[src/sv/record_ring_log_buffer_macros.svh]
// Assertion macros shared by the record ring log buffer modules.
// Each macro expects clk_i and rst_ni in scope.
`ifndef RECORD_RING_LOG_BUFFER_MACROS_SVH
`define RECORD_RING_LOG_BUFFER_MACROS_SVH

// Same-cycle implication.
`define RRLB_ASSERT_NOW(lbl, ante, cons) \
  lbl: assert property (@(posedge clk_i) disable iff (!rst_ni) (ante) |-> (cons)) \
    else $error("rrlb assertion failed");

// Next-cycle implication.
`define RRLB_ASSERT_NEXT(lbl, ante, cons) \
  lbl: assert property (@(posedge clk_i) disable iff (!rst_ni) (ante) |=> (cons)) \
    else $error("rrlb assertion failed");

`endif

[src/sv/rrlb_pkg.sv]
// Shared types and codes for the record ring log buffer.
// No dependencies.
package rrlb_pkg;

  localparam logic [1:0] OP_START  = 2'd0;
  localparam logic [1:0] OP_APPEND = 2'd1;
  localparam logic [1:0] OP_RDHDR  = 2'd2;
  localparam logic [1:0] OP_RDBYTE = 2'd3;

  localparam logic [2:0] ST_OK       = 3'd0;
  localparam logic [2:0] ST_EMPTY    = 3'd1;
  localparam logic [2:0] ST_TOOLARGE = 3'd2;
  localparam logic [2:0] ST_TOOSMALL = 3'd3;
  localparam logic [2:0] ST_BUSY     = 3'd4;

  localparam logic [1:0] MODE_IDLE    = 2'd0;
  localparam logic [1:0] MODE_WRITING = 2'd1;
  localparam logic [1:0] MODE_READING = 2'd2;

  localparam int HDR_BYTES = 24;

  typedef struct packed {
    logic [1:0]  operation;
    logic [9:0]  record_length;
    logic [15:0] process_id;
    logic [15:0] task_id;
    logic [31:0] seconds;
    logic [31:0] nanoseconds;
    logic [7:0]  data_byte;
    logic [15:0] reader_capacity;
  } item_t;

endpackage

[src/sv/rrlb_front.sv]
// Front queue of the record ring log buffer: accepts input beats into a
// two-entry queue. Depends on rrlb_pkg.
module rrlb_front (
  input  logic            clk_i,
  input  logic            rst_ni,
  input  logic            in_valid_i,
  output logic            in_stall_o,
  input  rrlb_pkg::item_t in_item_i,
  output logic            q_valid_o,
  output rrlb_pkg::item_t q_item_o,
  input  logic            q_pop_i
);
  import rrlb_pkg::*;

  item_t      slot_q [2];
  logic       wr_ptr_q, rd_ptr_q;
  logic [1:0] cnt_q;
  logic       push;

  assign in_stall_o = (cnt_q == 2'd2);
  assign push       = in_valid_i && !in_stall_o;
  assign q_valid_o  = (cnt_q != 2'd0);
  assign q_item_o   = slot_q[rd_ptr_q];

  always_ff @(posedge clk_i) begin
    if (push) begin
      slot_q[wr_ptr_q] <= in_item_i;
    end
  end

  always_ff @(posedge clk_i or negedge rst_ni) begin
    if (!rst_ni) begin
      wr_ptr_q <= 1'b0;
      rd_ptr_q <= 1'b0;
      cnt_q    <= 2'd0;
    end else begin
      if (push) begin
        wr_ptr_q <= ~wr_ptr_q;
      end
      if (q_pop_i) begin
        rd_ptr_q <= ~rd_ptr_q;
      end
      cnt_q <= cnt_q + {1'b0, push} - {1'b0, q_pop_i};
    end
  end

endmodule

[config.mk]
export PLATFORM = sky130hd
export DESIGN_NAME = rrlb_front
export DESIGN_NICKNAME = d
export VERILOG_FILES = /design/src/sv/record_ring_log_buffer_macros.svh /design/src/sv/rrlb_pkg.sv /design/src/sv/rrlb_front.sv
export SDC_FILE = /design/constraint.sdc
export NUM_CORES = 1
export LEC_CHECK = 0
export ABC_AREA = 1
export BUFFER_PORTS_ARGS = -buffer_cell sky130_fd_sc_hd__buf_2
export CORE_MARGIN = 2
export CORE_UTILIZATION = 40
export CTS_CLUSTER_SIZE = 16
export DETAILED_ROUTE_END_ITERATION = 7
export GPL_TIMING_DRIVEN = 0
export PLACE_DENSITY = 0.61
export SYNTH_ARGS = -nofsm -noshare
export SYNTH_HDL_FRONTEND = slang
export SYNTH_SLANG_ARGS = --single-unit
[constraint.sdc]
create_clock -name clk_i -period 9.96 [get_ports clk_i]
set_input_delay 2.49 -clock clk_i [delete_from_list [all_inputs] [get_ports clk_i]]
set_output_delay 2.49 -clock clk_i [all_outputs]
set_load 0.05 [all_outputs]
# --- After elaboration in Yosys (flattened, before gate mapping) ---
# Memories as Yosys holds them, arrays and structs flattened.
# Index checks and enable logic that the tools add are counted.
word_totals:
  input_bits: 136
  output_inout_bits: 134
  ram_bits: 264
  regBits: 4
  n_memories: 1
  wordCells: 14
op_classes:
  n_reduce_logical: 3
  add_sub_neg: 2
  n_bitwise: 2
  mux: 2
  n_eq_ne: 1
mem_list:
  columns: ["memory", "words", "width", "read_ports", "rd_ports_with_merged_regs", "write_ports", "line", "rtl"]
  rows:
  - ["slot_q", 2, 132, 1, 0, 1, "rrlb_front.sv:15", "item_t slot_q [2];"]
op_table:
  columns: ["operator", "count"]
  rows:
  - ["2-bit by 1-bit adder with 2-bit output", 1]
  - ["2-bit equality test, second input constant", 1]
  - ["1-bit two-way mux", 2]
  - ["1-bit inverter", 2]
  - ["2-bit nonzero test", 1]
  - ["2-bit by 1-bit subtractor with 2-bit output", 1]
  - ["1-bit logical AND", 1]
  - ["1-bit zero test", 1]

# --- Longest topological paths before layout ---
depth:
  ltp_word: 5
  depth_mapped: 9
  ltp_nobuf: 9

# --- Worst setup path before layout ---
# No wires, ideal clock.
synth_timing:
  path_kind: "input port to flip-flop"
  from: "input port in_valid_i"
  to: "memory slot_q[1][0] in the netlist's numbering (enable)"
  arrival_time_ps: 8057
  cell_stages: 2
  t_required_ps: 9336
  n_path_buf: 0
  setup_ps: 624
  setup_slack_ps: 1279
  path_cell_list: "nand2_1 -> nor2_1"
synth_between:
  elab_chain_cells: 3
synth_rtl:
  columns: ["element", "line", "rtl"]
  rows:
  - ["from (decl)", "rrlb_front.sv:6", "input logic in_valid_i,"]
  - ["1-bit logical AND", "rrlb_front.sv:21", "assign push = in_valid_i && !in_stall_o;"]
  - ["1-bit two-way mux", "rrlb_front.sv:26", "if (push) begin"]
  - ["1-bit two-way mux (implied by the code)", "rrlb_front.sv:27", "slot_q[wr_ptr_q] <= in_item_i;"]
  - ["to (decl)", "rrlb_front.sv:15", null]
# Every way passes these cells.

==> reports/qor.csv <==
stage;metric;value;unit
detailed_routing;wl;21000;um
cts;cts.htree.levels;1;
yosys;yosys-top-cells-area;edfxtp_1, o21ai_0, nand2_1;
sta;slew_viol_final;0;
detailed_routing;wl_met2;10000;um
yosys;syn-cell-area;9940;sq um
floorplan;fp.dieArea;26100;sq um
worst_setup_path;r2r_end;slot_q[0][64];
worst_setup_path;crit_type;reg2out;
detailed_routing;vias;6187;
floorplan;core_area;24400;sq um
detailed_routing;m1WireLength;8490;um
sta;finalCritPeriodShare;0.447;
worst_setup_path;r2r_setup_slack;7900;ps
sta;finalSetupViolCount;0;
placement;place_congestion;0.765;
detailed_routing;wl_per_cell;15.3;um
global_routing;grt-ovfl-total;0;
cts;clockBufferDepth;3;
worst_setup_path;start_kind;register;
worst_setup_path;cp.arrival;1970;ps
worst_setup_path;path_cells;buf_2, buf_2, o21ai_0, buf_2;
global_routing;gr-usage-all-layers;0.154;
sta;max_freq;224;MHz
hold_path;hold_path_class;reg2reg;
detailed_routing;drcViolationCount;0;
placement;port_buffers;269;
cts;cts_buffers;29;
yosys;ys_types;12;
detailed_routing;vias_per_cell;4.50;
global_routing;grt_pass1_wl;31600;um
floorplan;num_rows;57;
sta;slew_headroom;0.445;
global_routing;grt_pass1_vias;5933;
worst_setup_path;reg2reg_from;cnt_q[0];
worst_setup_path;required;7470;ps
floorplan;die_height;162;um
placement;hpwl;14000;um
cts;cts_tree;built;
sta;timing_hold_violations_final;0;
global_routing;grt_max_degree;83;
detailed_routing;wl_met3;1960;um
sta;worst_pin_slew;832;ps
detailed_routing;postRouteAntennaNets;0;
yosys;ys_warn_count;0;
worst_setup_path;rr_worst_depth;5;
layout;drive_gt1_frac;0.334;
yosys;yosysTopAreaCell;edfxtp_1;
yosys;syn_inst;717;
cts;post_cts_buffers;0;
cts;ctsHoldBuffers;0;
layout;final_nets;1161;
sta;tns;0;ps
run;maxCapViolCount;0;
yosys;ys_seq_elements;268;
floorplan;ioPinCount;270;
worst_setup_path;crit_start;rd_ptr_q;
worst_setup_path;crit_cells;4;
worst_setup_path;crit_family;buffers and inverters;
yosys;syn_area_per_cell;13.9;sq um
worst_setup_path;critPathCapture;q_item_o[86];
cts;cts-resized-gates;0;
sta;rsz0062_at_grt;false;
yosys;synth_fp_nets;855;
worst_setup_path;path_common_cell;buf_2;
floorplan;start_util;0.408;
layout;area_growth_syn_to_layout;29.2;%
floorplan;die_x;162;um
cts;clock_latency;530;ps
worst_setup_path;max_stage_delay;400;ps
worst_setup_path;slowest_stage;dfrtp_1;
cts;cts_root_buffer;clkbuf_16;
sta;fin_crit;4460;ps
yosys;yosysTopAreaCellShare;0.797;
yosys;ys_seq_area_frac;0.807;
worst_setup_path;end_kind;output port;
status;outcome;complete, no violations;
global_routing;antenna_found_initial;6;
sta;skew;11.9;ps
cts;clock-sinks;268;
worst_setup_path;path_buf_inv;3;
worst_setup_path;crit_fanout;10;
cts;clk_pin_slew_worst_paths;60;ps
detailed_routing;detail_route.iter0.violations;284;
detailed_routing;firstDrtPassIters;4;
detailed_routing;maxUsedRoutingLayer;met5;
==> kinds of logic (layout without fill, tap and decap cells) <==
group           Yosys count  in the layout  synth area share
flops                   268            268             0.807
buf+inv                 169            498            0.0678
simple gates            145            145            0.0550
compound gates          132            132            0.0664
fa+ha+maj                 2              2           0.00252
xor+xnor                  1              1          0.000881
other cells               0              4                 0
==> flip-flops by register name, summed over array words and instances (netlist names) <==
register / flops
wr_ptr_q: 1
cnt_q: 2
slot_q: 264
rd_ptr_q: 1
==> synthesized netlist by cell type <==
cell type,n
edfxtp_1,264
nand2_1,142
inv_1,140
o21ai_0,132
buf_2,26
dfrtp_1,4
buf_4,2
ha_1,2
nand3_1,2
clkbuf_1,1
nor2_1,1
xor2_1,1
==> layout make-up <==
| cell class | instances | area (sq um) |
|---|---|---|
| well taps | 324 | 405 |
| diodes | 4 | 10.0 |
| multi-input cells | 280 | 1250 |
| fillers | 2143 | 11500 |
| inverters | 140 | 531 |
| flip-flops and latches | 268 | 8030 |
| clock inverters | 24 | 267 |
| plain buffers | 29 | 149 |
| clock buffers | 30 | 729 |
| repair buffers | 275 | 1480 |
==> worst min-delay path, cell delays in order (launching register included) <==
cell and delay [ps]:
dfrtp_1 340, nand2_1 50, nand2_1 50
==> cell usage in the layout, fill, tap and decap left out <==
cell / n
nand2_1: 142
o21ai_0: 132
clkinv_1: 9
clkbuf_16: 29
clkbuf_1: 2
diode_2: 4
ha_1: 2
xor2_1: 1
buf_2: 295
buf_16: 2
dfrtp_1: 4
nor2_4: 1
clkinv_4: 1
buf_4: 2
edfxtp_1: 264
inv_6: 2
buf_12: 4
clkinv_2: 7
bufinv_16: 6
nand3_1: 2
inv_1: 139
==> worst min-delay path by stage <==
stage	from	to	slack, ps	cells after the start
2_1_floorplan	wr_ptr_q	wr_ptr_q	440	2
3_5_place_dp	wr_ptr_q	wr_ptr_q	470	2
5_1_grt	wr_ptr_q	wr_ptr_q	500	2
6_report	wr_ptr_q	wr_ptr_q	480	2
4_1_cts	wr_ptr_q	wr_ptr_q	480	2
3_3_place_gp	wr_ptr_q	wr_ptr_q	450	2
==> through the flow <==
step / utilization / worst slack (ps) / cells / instance area [sq um] / hold WS (ps)
2_1_floorplan: - / 1280 / 717 / 9940 / 442
3_3_place_gp: 0.479 / -2220 / 1310 / 11700 / 454
3_5_place_dp: 0.486 / 5810 / 1316 / 11800 / 468
4_1_cts: 0.526 / 5470 / 1370 / 12800 / 481
5_1_grt: 0.527 / 5370 / 1372 / 12800 / 503
6_report: 0.527 / 5500 / 1374 / 12800 / 477
==> metal layers <==
metal,up-vias,GRT usage
met4,4,0.0463
met1,2890,0.192
met5,-,0
met3,45,0.0552
met2,203,0.256
li1,3045,-
Power is not shown: default switching activity piles up to over one toggle a cycle in this logic, so the estimate is an artifact.
